## config.mk

```make
export PLATFORM = sky130hd
export DESIGN_NAME = imm_cell
export DESIGN_NICKNAME = d
export VERILOG_FILES = /design/src/hw/rtl/imm_pkg.sv /design/src/hw/rtl/imm_ram.sv /design/src/hw/rtl/imm_cell.sv
export SDC_FILE = /design/constraint.sdc
export NUM_CORES = 1
export LEC_CHECK = 0
export ABC_AREA = 1
export BUFFER_PORTS_ARGS = -buffer_cell sky130_fd_sc_hd__buf_2
export CAP_MARGIN = 20
export CORE_MARGIN = 2
export CORE_UTILIZATION = 56
export CTS_BUF_LIST = sky130_fd_sc_hd__clkbuf_4 sky130_fd_sc_hd__clkbuf_8 sky130_fd_sc_hd__clkbuf_16
export CTS_CLUSTER_SIZE = 12
export DETAILED_ROUTE_END_ITERATION = 10
export PLACE_DENSITY_LB_ADDON = 0.3
export REMOVE_ABC_BUFFERS = 1
export SETUP_SLACK_MARGIN = 0.5
export SYNTH_ARGS = -nofsm -noshare
export SYNTH_HDL_FRONTEND = slang
export SYNTH_SLANG_ARGS = --single-unit
```

## constraint.sdc

```tcl
create_clock -name clk -period 5.34 [get_ports clk]
set_clock_uncertainty 0.1 [all_clocks]
set_input_delay 0.801 -clock clk [delete_from_list [all_inputs] [get_ports clk]]
set_output_delay 0.801 -clock clk [all_outputs]
set_load 0.005 [all_outputs]
```

## src/hw/rtl/imm_pkg.sv

```systemverilog
// ----------------------------------------------------------------------------
// imm_pkg
// Shared widths, request and register codes, and chain types for the integer
// matrix multiplier.
// ----------------------------------------------------------------------------
package imm_pkg;

  localparam int IDX_W       = 4;   // row and column indexes
  localparam int DIM_W       = 5;   // size registers
  localparam int VAL_W       = 16;  // loaded element value
  localparam int START_W     = 32;  // start value register
  localparam int SUM_W       = 40;  // product element
  localparam int REQ_W       = 2;
  localparam int CFG_IDX_W   = 3;
  localparam int CFG_DATA_W  = 32;
  localparam int INDEX_LIMIT = 16;  // largest size reachable by 4-bit indexes

  localparam logic [REQ_W-1:0] REQ_LOAD_A  = 2'd0;
  localparam logic [REQ_W-1:0] REQ_LOAD_B  = 2'd1;
  localparam logic [REQ_W-1:0] REQ_COMPUTE = 2'd2;

  localparam logic [CFG_IDX_W-1:0] CFG_A_ROWS = 3'd0;
  localparam logic [CFG_IDX_W-1:0] CFG_A_COLS = 3'd1;
  localparam logic [CFG_IDX_W-1:0] CFG_B_ROWS = 3'd2;
  localparam logic [CFG_IDX_W-1:0] CFG_B_COLS = 3'd3;
  localparam logic [CFG_IDX_W-1:0] CFG_START  = 3'd4;

  // Broadcast control for every cell of the chain
  typedef struct packed {
    logic clr;    // load the start value into the accumulator
    logic shift;  // take the accumulator of the right-hand neighbor
  } ctl_t;

  // Term tag traveling along the chain with the A element
  typedef struct packed {
    logic             valid;
    logic [IDX_W-1:0] k;
  } tag_t;

endpackage

```

## src/hw/rtl/imm_ram.sv

```systemverilog
// ----------------------------------------------------------------------------
// imm_ram
// Generic simple dual-port RAM: one write port, one read port, registered
// read data.
// ----------------------------------------------------------------------------
module imm_ram #(
  parameter int WIDTH = 16,
  parameter int DEPTH = 16
) (
  input  logic                                    clk,
  input  logic                                    we,
  input  logic [((DEPTH > 1) ? $clog2(DEPTH) : 1)-1:0] waddr,
  input  logic [WIDTH-1:0]                        wdata,
  input  logic [((DEPTH > 1) ? $clog2(DEPTH) : 1)-1:0] raddr,
  output logic [WIDTH-1:0]                        rdata
);

  logic [WIDTH-1:0] mem [DEPTH];

  always_ff @(posedge clk) begin
    if (we) begin
      mem[waddr] <= wdata;
    end
    rdata <= mem[raddr];
  end

endmodule

```

## src/hw/rtl/imm_cell.sv

```systemverilog
// ----------------------------------------------------------------------------
// imm_cell
// One product column of the multiplier. Holds its column of B, multiplies the
// A element passing through by B[k][col], accumulates, and forwards the A
// element to the next cell. During output the accumulators shift left.
// ----------------------------------------------------------------------------
module imm_cell #(
  parameter int DATA_WIDTH = 16,
  parameter int EFF_DIM    = 16,
  parameter int COL        = 0
) (
  input  logic                               clk,
  input  logic                               rst,
  input  imm_pkg::ctl_t                      ctl,
  input  logic signed [imm_pkg::SUM_W-1:0]   start_sum,
  input  logic                               b_we,
  input  logic [imm_pkg::IDX_W-1:0]          b_row,
  input  logic [imm_pkg::IDX_W-1:0]          b_col,
  input  logic [DATA_WIDTH-1:0]              b_data,
  input  imm_pkg::tag_t                      tag_in,
  input  logic signed [DATA_WIDTH-1:0]       a_in,
  output imm_pkg::tag_t                      tag_out,
  output logic signed [DATA_WIDTH-1:0]       a_out,
  input  logic signed [imm_pkg::SUM_W-1:0]   acc_in,
  output logic signed [imm_pkg::SUM_W-1:0]   acc_out
);

  localparam int KW = (EFF_DIM > 1) ? $clog2(EFF_DIM) : 1;
  localparam int SW = imm_pkg::SUM_W;
  localparam int PW = 2 * DATA_WIDTH;

  logic                         vld_q;
  logic [imm_pkg::IDX_W-1:0]    k_q;
  logic signed [DATA_WIDTH-1:0] a_q;
  logic signed [DATA_WIDTH-1:0] b_rd;
  logic                         p_vld;
  logic signed [PW-1:0]         prod;
  logic signed [SW-1:0]         acc;
  logic                         col_hit;

  assign col_hit = b_we && (b_col == imm_pkg::IDX_W'(COL));

  imm_ram #(
    .WIDTH (DATA_WIDTH),
    .DEPTH (EFF_DIM)
  ) u_bcol (
    .clk   (clk),
    .we    (col_hit),
    .waddr (KW'(b_row)),
    .wdata (b_data),
    .raddr (KW'(tag_in.k)),
    .rdata (b_rd)
  );

  always_ff @(posedge clk) begin
    if (rst) begin
      vld_q <= 1'b0;
      p_vld <= 1'b0;
    end else begin
      vld_q <= tag_in.valid;
      p_vld <= vld_q;
    end
  end

  // B read data lines up with the registered A element
  always_ff @(posedge clk) begin
    k_q  <= tag_in.k;
    a_q  <= a_in;
    prod <= a_q * b_rd;
  end

  always_ff @(posedge clk) begin
    if (ctl.clr) begin
      acc <= start_sum;
    end else if (ctl.shift) begin
      acc <= acc_in;
    end else if (p_vld) begin
      acc <= acc + SW'(prod);
    end
  end

  assign tag_out = '{valid: vld_q, k: k_q};
  assign a_out   = a_q;
  assign acc_out = acc;

endmodule

```

==> impl_metrics.env <==
export IMPL_synthArstFlopShare_pct=0
export IMPL_holdCritPathClass="in -> reg"
export IMPL_ios=191
export IMPL_syn_area_per_cell_um2=8.94
export IMPL_required_ns=5.73
export IMPL_relSlewSlack_pct=27.7
export IMPL_cts_buffer_depth=3
export IMPL_initial_core_util_pct=56.4
export IMPL_routedWlPerCell_um=19.4
export IMPL_synth_edf_count=296
export IMPL_timing_fmax_mhz=184
export IMPL_arrival_ns=5.83
export IMPL_root_buffer="clkbuf_16"
export IMPL_synthCells=3068
export IMPL_htreeDepth=2
export IMPL_grt_pass1_vias=22600
export IMPL_clock_sinks=366
export IMPL_grt_overflow=0
export IMPL_synth_top_area_share_pct=32.4
export IMPL_crit_top_cell="fa_1"
export IMPL_grt_pass1_wl_mm=119
export IMPL_cts_buffers=42
export IMPL_die_y_um=225
export IMPL_viasPerCell=5.41
export IMPL_io_buffers=190
export IMPL_crit_buf_inv=5
export IMPL_hpwl_mm=57.1
export IMPL_drt_pass1_iterations=6
export IMPL_rows=81
export IMPL_crit_family="adder cells"
export IMPL_synth_main_ff_cell="edfxtp_1"
export IMPL_clk_latency_ns=0.59
export IMPL_drv_cap=0
export IMPL_critical_path_startpoint_type="flop"
export IMPL_gp_congestion=1.03
export IMPL_hold_viol_final=0
export IMPL_final_nets=3933
export IMPL_critPathCaptureType="flop"
export IMPL_layout_common_cells="nand2_1, inv_1, edfxtp_1, fa_1, buf_2"
export IMPL_ys_top_cells_by_area="edfxtp_1, fa_1, nand2_1, inv_1, ha_1"
export IMPL_path_max_fanout=6
export IMPL_layout_commonest_cell="nand2_1"
export IMPL_final_util_pct=69.2
export IMPL_synth_top_area_cell="edfxtp_1"
export IMPL_yosys_warnings=0
export IMPL_synth_yosys_seq_area_share_pct=37.5
export IMPL_syn2layout_area_growth_pct=22.7
export IMPL_slowest_delay_ns=0.58
export IMPL_slew_violations=0
export IMPL_setup_violations=4
export IMPL_antenna_found_initial=1
export IMPL_die_w_um=225
export IMPL_status="complete, but fails checks"
export IMPL_hold_slack_ns=0.213
export IMPL_routed_wl_mm=79.1
export IMPL_rsz0062_at_grt="true"
export IMPL_drt_iter0_drc=1643
export IMPL_syn_area_um2=27400
export IMPL_layout_drive_gt1_share_pct=23.5
export IMPL_core_um2=48600
export IMPL_synth_seq_cells=366
export IMPL_n_antenna_cell=0
export IMPL_yosysUniqueCellTypes=43
export IMPL_dieArea_um2=50800
export IMPL_drc=0
export IMPL_layout_setup_ws_ns=-0.105
export IMPL_finalCritPeriodShare_pct=102
export IMPL_crit_path_cell_trace="buf_4, nand2_1, fa_1, inv_1, fa_1, fa_1, fa_1, fa_1, inv_1, fa_1, inv_1, ha_4, buf_4, nand4_1, nor3_2, o21ai_2, nand2_2, xor2_1"
export IMPL_failed_checks="setup timing"
export IMPL_ant_nets=0
export IMPL_crit_type="reg -> reg"
export IMPL_grt_total_usage_pct=30.6
export IMPL_grt_max_degree=122
export IMPL_slowest_stage="fa_1"
export IMPL_cts_tree="yes"
export IMPL_final_min_clock_period_ns=5.44
export IMPL_worstMarginPinSlew_ns=1.08
export IMPL_vias=22000
export IMPL_path_clk_slew_ns=0.06
[area by class of cell]
class                           count  area (µm²)
Fill cell                        3614       15000
Clock buffer                       61        1230
Timing Repair Buffer              427        3260
Clock inverter                     17         188
Multi-Input combinational cell   1909       15300
Tap cell                          622         778
Sequential cell                   366       10400
Inverter                          673        2540
[Yosys cell counts (8+ instances only)]
cell	instances
nor2_1	187
inv_1	660
mux2i_1	64
fa_1	263
o21ai_1	14
nor2_2	8
nand4_1	10
nor3_1	12
clkbuf_1	94
xnor2_1	17
edfxtp_1	296
ha_1	121
nand2_2	10
xor2_1	33
nand2_1	731
nand3_1	98
o211ai_1	66
a21oi_1	119
buf_2	12
dfxtp_1	70
inv_2	8
o21ai_0	118
[sequential cells by signal, summed over array words and instances, names as in the netlist]
name,cells
a_out,16
acc_out,40
k_q,4
p_vld,1
prod,32
u_bcol.mem,256
u_bcol.rdata,16
vld_q,1
[repair_timing]
item                                    4_1_cts  5_1_grt
pin swaps                                    85       76
resized for setup                           285      127
gates cloned                                  2        3
endpoints found under the setup margin       23       22
hold buffers                                  0        0
buffers inserted                             36       19
[path summary, 6_finish.rpt]
check,start,endpoint,slack (ns),depth (start not counted)
min reg2reg,vld_q,p_vld,0.32,2
min,a_in[12],a_out[12],0.21,1
max reg2reg,u_bcol.rdata[11],prod[29],-0.10,18
max,u_bcol.rdata[11],prod[29],-0.10,18
[logic make-up after synthesis]
| family | count (synthesis) | synth area share, % |
|---|---|---|
| compound gates | 343 | 7.24 |
| fa+ha+maj | 384 | 24.7 |
| buf+inv | 793 | 11.1 |
| flops | 366 | 37.5 |
| xor+xnor | 50 | 1.60 |
| simple gates | 1068 | 15.6 |
| mux | 64 | 2.33 |
[worst register-to-register path: cells and delay by family (launching register included)]
kind	cells	cell delay (ns)
flops	1	0.42
fa+ha+maj	7	3.35
xor+xnor	1	0.14
simple gates	4	0.74
buf+inv	5	0.46
compound gates	1	0.13
[layer usage]
| metal | track usage, % | wire, µm | vias up | share of wire, % |
|---|---|---|---|---|
| li1 | - | - | 10200 | - |
| met1 | 36.5 | 30100 | 10600 | 38 |
| met2 | 54.3 | 39800 | 905 | 50 |
| met3 | 5.03 | 5310 | 257 | 6.7 |
| met4 | 13.9 | 3960 | 0 | 5.0 |
| met5 | 0 | 0 | - | 0 |
[metrics by stage]
stage	setup WS, ns	instance area (µm²)	std cells	setup TNS [ns]
3_3_place_gp	-0.414	30200	3937	-3.34
4_1_cts	0.0212	33000	4053	0
2_1_floorplan	-0.142	26900	2948	-0.279
5_1_grt	-0.247	33700	4075	-1.77
6_report	-0.105	33700	4075	-0.267
3_5_place_dp	-0.481	30200	3937	-4.25
Power is left out: the tool's default activity adds up to more than one toggle a clock period on the data nets, which glitch-free logic cannot reach.
