<file path="config.mk">
export PLATFORM = sky130hd
export DESIGN_NAME = imm_ram
export DESIGN_NICKNAME = d
export VERILOG_FILES = /design/src/hw/rtl/imm_ram.sv
export SDC_FILE = /design/constraint.sdc
export NUM_CORES = 1
export LEC_CHECK = 0
export BUFFER_PORTS_ARGS = -buffer_cell sky130_fd_sc_hd__buf_2
export CAP_MARGIN = 5
export CORE_ASPECT_RATIO = 2
export CORE_UTILIZATION = 55
export DETAILED_ROUTE_END_ITERATION = 8
export GPL_TIMING_DRIVEN = 0
export PLACE_DENSITY = 0.75
export SETUP_SLACK_MARGIN = 0.3
export SYNTH_ARGS = -nofsm -noshare
export SYNTH_HDL_FRONTEND = slang
export SYNTH_SLANG_ARGS = --single-unit
</file>
<file path="constraint.sdc">
create_clock -name clk -period 2.2 [get_ports clk]
set_input_delay 0.11 -clock clk [delete_from_list [all_inputs] [get_ports clk]]
set_output_delay 0.11 -clock clk [all_outputs]
set_load 0.1 [all_outputs]
</file>
<file path="src/hw/rtl/imm_ram.sv">
// ----------------------------------------------------------------------------
// imm_ram
// Generic simple dual-port RAM: one write port, one read port, registered
// read data.
// ----------------------------------------------------------------------------
module imm_ram #(
  parameter int WIDTH = 16,
  parameter int DEPTH = 16
) (
  input  logic                                    clk,
  input  logic                                    we,
  input  logic [((DEPTH > 1) ? $clog2(DEPTH) : 1)-1:0] waddr,
  input  logic [WIDTH-1:0]                        wdata,
  input  logic [((DEPTH > 1) ? $clog2(DEPTH) : 1)-1:0] raddr,
  output logic [WIDTH-1:0]                        rdata
);

  logic [WIDTH-1:0] mem [DEPTH];

  always_ff @(posedge clk) begin
    if (we) begin
      mem[waddr] <= wdata;
    end
    rdata <= mem[raddr];
  end

endmodule

</file>
==> results of run 1 <==
==> placed cells by master (no fill, tap or decap), types with 4 or more instances in the layout <==
cell type      instances
dfxtp_1               16
a22oi_1               32
nor2_2                12
mux4_1                10
dlygate4sd3_1         12
clkinv_2               4
buf_2                 42
buf_8                 11
nand2_1               17
clkbuf_16             23
edfxtp_1             256
buf_6                  9
mux4_2                54
clkbuf_1              17
==> through the flow <==
stage / setup TNS [ps] / cells / hold slack [ps]
global route: 0 / 753 / 6.151
floorplan: 0 / 432 / 208.9
detailed placement: 0 / 701 / 503.3
finish: 0 / 753 / 8.413
CTS: 0 / 753 / 0.4153
global placement: -54140 / 684 / 488.4
==> report_power, final <==
part	internal [mW]	total (mW)	switching, mW
Combinational	0.240	0.810	0.570
Clock	2.05	3.74	1.69
Sequential	5.79	5.82	0.0311
==> flip-flops by register name, indices dropped and copies added (netlist names) <==
name	flops
mem	256
rdata	16
==> metal layers <==
layer / wire length [um] / up-vias / part of all wire [%] / GRT usage, %
li1: - / 2018 / - / -
met4: 685 / 0 / 3.3 / 9.219
met1: 7460 / 2493 / 36 / 28.70
met2: 11540 / 214 / 56 / 41.98
met3: 1089 / 36 / 5.2 / 2.596
met5: 0 / - / 0 / 0
==> timing repair <==
| item | in CTS | in global routing |
|---|---|---|
| hold buffers | 12 | 0 |
| hold endpoints to repair | 183 | 0 |
| resized for setup | 0 | 0 |
==> worst max-delay path by stage <==
stage,to
floorplan,mem[8][0]$_DFFE_PP_
global placement,mem[8][0]$_DFFE_PP_
detailed placement,rdata[12]$_DFF_P_
CTS,rdata[12]$_DFF_P_
global route,rdata[9]$_DFF_P_
finish,rdata[9]$_DFF_P_
==> cell type report <==
type | instances | area, um^2 | area share [%]
Timing Repair Buffer | 68 | 564.3 | 4.863
Tap cell | 213 | 266.5 | 2.296
Clock inverter | 8 | 65.06 | 0.5606
Multi-Input combinational cell | 139 | 1968 | 16.96
Sequential cell | 272 | 8008 | 69.00
Clock buffer | 32 | 609.3 | 5.251
Buffer | 21 | 123.9 | 1.067
==> cells by family after synthesis <==
group	Yosys count	synth area share [%]
AO/OA/AOI/OAI	32	2.392
AND/OR/NAND/NOR	43	1.918
buffers and inverters	21	1.233
flip-flops	272	79.73
multiplexers	64	14.73
==> out/metrics.yaml, run 1 <==
min_path:
  whs_path_depth: 1
  holdPathEnd: "mem[8][12]$_DFFE_PP_"
  min_from: "wdata[12]"
  hp-class: "in2reg"
sta:
  drv_slew: 0
  skew_ps: 7.716
  period_minus_slack_ps: 1595
  hold_violations: 0
  setup_slack_ps: 604.8
  worstMarginPinSlew_ps: 837.6
  relSlewSlack_pct: 43.86
  finalCritPeriodShare_pct: 72.51
  finalSetupViolations: 0
  rsz0062_at_grt: "no"
  fmax_ghz: 0.6269
floorplanning:
  placementRows: 69
  ios: 42
  die-area_um2: 18840
  fp.dieH_um: 193.1
  start_util_pct: 56.47
  die_w_um: 97.55
  core_um2: 17780
route:
  drt-initial-drc-count: 496
  num_vias: 4761
  route.detailed.drc: 0
  vias_per_cell: 6.323
  wl_mm: 20.78
  wire_per_inst_um: 27.59
  drt_first_pass_iters: 5
  ant_nets: 0
place:
  gp_congestion: 0.7264
  post_dp_cell_area_um2: 10810
  hpwl_mm: 14.03
  port_buffers: 39
  pre_cts_ws_ps: 119.4
setup_path:
  critPathCaptureType: "register"
  reg2reg_depth: 3
  cp_cell_sequence: "mux4_1 -> a22oi_1 -> nand2_1"
  critPathBufInv: 0
  slowest_delay_ps: 520
  startpoint_type: "register"
  critPathMaxFanout: 1
  cp_top_family: "multiplexers"
  reg2reg_to: "rdata[9]$_DFF_P_"
  crit_path_start: "mem[9][9]$_DFFE_PP_"
  criticalPathCategory: "reg2reg"
  cp_slowest_cell: "mux4_1"
  crit_required_ps: 2560
  timing.rr.start: "mem[9][9]$_DFFE_PP_"
  crit_arrival_ps: 1950
  r2r_slack_ps: 600
  path_depth: 3
finish:
  fin_area_um2: 11600
  layout-drive-gt1-share_pct: 30.74
  area_delta_synth_final_pct: 15.55
  diodes: 0
  final_core_util_pct: 65.25
  fill_cells: 1132
  fin_nets: 550
yosys:
  synth.net_count: 458
  yosysSeqAreaShare_pct: 79.73
  yosysUniqueCellTypes: 19
  synth_edf_count: 256
  ys_async_sr_fraction_pct: 0
  yosysTopAreaCell: "edfxtp_1"
  synth_ff_type: "edfxtp_1"
  syn_area_per_cell_um2: 23.25
  synthTopCellsByCount: "256 x edfxtp_1, 54 x mux4_2, 32 x a22oi_1"
  synth_most_common_cell: "edfxtp_1"
  netlist_top_cells_area: "edfxtp_1 77%, mux4_2 12%, dfxtp_1 3.2%"
  synth-seq-cells: 272
  synth_area_um2: 10040
  yosysWarnings: 0
  synth_top_area_share_pct: 76.54
  syn_inst: 432
clocking:
  clock-sinks: 272
  path_clk_slew_ps: 70
  cts_buffers: 22
  cts-root-buf: "clkbuf_16"
  cts_tree: "done"
  clockBufferDepth: 3
  clock_latency_ps: 510
  h-tree-depth: 1
  cts_setup_buffers: 0
pwr:
  power.total_mw: 10.36
  vdd_drop_max_mv: 0.6298
  p_leak_nw: 3.790
  power_density_nw_per_um2: 893.1
grt:
  grt_pass1_wl_mm: 31.25
  grt_pass1_vias: 5017
  grtUsageTotal_pct: 23.21
  overflow: 0
  antenna_found_initial: 0
  grt_start_max_net_pins: 18
flow_run:
  cap_violations: 0
status:
  status: "complete, no violations"
No activity file was read; power rests on OpenSTA's default activity.
==> run 2, diff against run 1 <==
- CORE_UTILIZATION: 55 -> 60
- PLACE_DENSITY: 0.75 -> 0.78
- clock period: 2.2 -> 1.5 ns (I/O delays scaled with it)
==> out/metrics.yaml, run 2 (same netlist as run 1, synthesis figures left out) <==
status:
  status: "complete, no violations"
pwr:
  vdd_drop_max_mv: 1.209  # +92%
  power_density_nw_per_um2: 1289  # +44%
  power.switching_mw: 3.293  # +44%
  p_sw_share_pct: 21.78  # -0.29 points
  power.total_mw: 15.12  # +46%
  comb_power_share_pct: 8.4  # +0.6 points
  clockPowerShare_pct: 35.1  # -0.9 points
  intPower_mw: 11.83  # +46%
  p_leak_nw: 3.801  # +0.29%
  seq_power_share_pct: 56.5  # +0.4 points
route:
  wire_per_inst_um: 27.97  # +1.4%
  route.detailed.drc: 0  # unchanged
  num_vias: 4809  # +1.0%
  drt_first_pass_iters: 5  # unchanged
  wl_mm: 20.79  # about the same
  vias_per_cell: 6.472  # +2.4%
  drt-initial-drc-count: 489  # -1.4%
  ant_nets: 0  # unchanged
setup_path:
  criticalPathCategory: "reg2reg"
  critPathCaptureType: "register"
  reg2reg_depth: 3  # unchanged
  cp-endpoint: "rdata[6]$_DFF_P_"
  startpoint_type: "register"
  crit_required_ps: 1870  # -690 ps
  critPathMaxFanout: 1  # unchanged
  r2r_slack_ps: 150  # -450 ps
  crit_path_start: "mem[8][6]$_DFFE_PP_"
  reg2reg_to: "rdata[6]$_DFF_P_"
  crit_arrival_ps: 1710  # -240 ps
  timing.rr.start: "mem[8][6]$_DFFE_PP_"
grt:
  gr-usage-met3_pct: 3.900  # +1.3 points
  overflow: 0  # unchanged
  grt_pass1_vias: 5020  # +0.060%
  grt_use_met2_pct: 45.38  # +3.4 points
  grt_start_max_net_pins: 17  # -1
  grtUsageTotal_pct: 25.35  # +2.1 points
  grt_pass1_wl_mm: 30.27  # -3.1%
  antenna_found_initial: 0  # unchanged
  met1_usage_pct: 30.13  # +1.4 points
  grt.busiest_layer: "met2"
flow_run:
  cap_violations: 0  # unchanged
sta:
  finalCritPeriodShare_pct: 89.72  # +17 points
  setup_slack_ps: 154.2  # -450.6 ps
  rsz0062_at_grt: "yes"
  worstMarginPinSlew_ps: 1019  # +181.3 ps
  period_minus_slack_ps: 1346  # -249.4 ps
  hold_violations: 0  # unchanged
  drv_slew: 0  # unchanged
  skew_ps: 6.172  # -1.544 ps
  fmax_ghz: 0.7431  # +19%
  relSlewSlack_pct: 31.85  # -12 points
  finalSetupViolations: 0  # unchanged
clocking:
  clock_latency_ps: 500  # about the same
  clock-sinks: 272  # unchanged
  cts_buffers: 22  # unchanged
  clockBufferDepth: 3  # unchanged
  cts-root-buf: "clkbuf_16"
  h-tree-depth: 1  # unchanged
  cts_tree: "done"
  path_clk_slew_ps: 60  # about the same
finish:
  regMostFlops: "mem"
  largestRegisters: "mem x256, rdata x16"
  diodes: 0  # unchanged
  final_common_cell: "edfxtp_1"
  largest_reg_flops: 256  # unchanged
  fin_nets: 550  # unchanged
  fill_cells: 957  # -15%
  layout-drive-gt1-share_pct: 34.69  # +4.0 points
  area_delta_synth_final_pct: 16.79
  final_cell_mix: "256 x edfxtp_1, 63 x mux4_2, 29 x buf_2, 23 x clkbuf_16, 20 x a22oi_1"
floorplanning:
  ios: 42  # unchanged
  die-area_um2: 17290  # -8.2%
  start_util_pct: 61.42  # +5.0 points
  core_um2: 16350  # -8.1%
  fp.dieH_um: 185.0  # -4.2%
  placementRows: 66  # -4.3%
  die_w_um: 93.49  # -4.2%
place:
  port_buffers: 39  # unchanged
  hpwl_mm: 12.96  # -7.6%
  gp_congestion: 0.7512  # +3.4%
  pre_cts_ws_ps: -450.2  # -569.7 ps
min_path:
  hp-class: "in2reg"
  whs_path_depth: 4  # +3
run 2: cell type report:
| type | count | area (um^2) | area share [%] |
|---|---|---|---|
| multi-input cells | 139 | 2036 | 17.35 |
| plain buffers | 21 | 178.9 | 1.525 |
| clock buffers | 33 | 633.1 | 5.397 |
| clock inverters | 6 | 23.77 | 0.2027 |
| well taps | 204 | 255.2 | 2.176 |
| flip-flops and latches | 272 | 8008 | 68.27 |
| repair buffers | 68 | 595.6 | 5.077 |
run 2: routing by layer:
layer  share of wire (%)  routed length (um)  vias up
li1                    -                   -     2007
met1                  34                7155     2529
met2                  56               11630      218
met3                 5.7                1186       55
met4                 3.9                 811        0
met5                   0                   0        -
run 2: what timing repair did:
item / in CTS / in global routing
hold buffers: 16 / 0
endpoints found under the setup margin: 48 / 27
setup buffers: 2 / 0
pin swaps: 12 / 0
resized for setup: 29 / 11
hold endpoints to repair: 256 / 0
run 2: critical path: stages (launching register included):
cell and delay (ps):
edfxtp_1 380, mux4_2 470, a22oi_2 250, nand2_1 110
run 2: per-stage QoR:
stage / hold WS [ps] / instance area (um^2) / instances / utilization (%) / setup TNS [ps]
2_1_floorplan: 173.9 / 10120 / 432 / - / 0
4_1_cts: 121.3 / 11700 / 743 / 71.55 / 0
3_3_place_gp: 437.5 / 10570 / 675 / 64.66 / -130630
6_report: 131.2 / 11730 / 743 / 71.74 / 0
5_1_grt: 135.0 / 11730 / 743 / 71.74 / 0
3_5_place_dp: 459.8 / 10770 / 686 / 65.89 / -24950
run 2: power groups by stage:
stage / Sequential, mW / Combinational [mW] / Clock [mW]
global placement: 8.69 / 1.13 / 0
floorplan: 9.06 / 0.444 / 0
CTS: 8.54 / 1.27 / 5.35
finish: 8.54 / 1.27 / 5.30
detailed placement: 8.70 / 1.18 / 0
global route: 8.55 / 1.33 / 5.61
run 2: worst min path at each step:
stage,slack [ps],endpoint,from
2_1_floorplan,170,mem[0][0]$_DFFE_PP_,wdata[0]
3_3_place_gp,440,mem[12][12]$_DFFE_PP_,wdata[12]
3_5_place_dp,460,mem[12][14]$_DFFE_PP_,wdata[14]
4_1_cts,120,rdata[15]$_DFF_P_,raddr[0]
5_1_grt,130,rdata[1]$_DFF_P_,raddr[0]
6_report,130,rdata[1]$_DFF_P_,raddr[0]
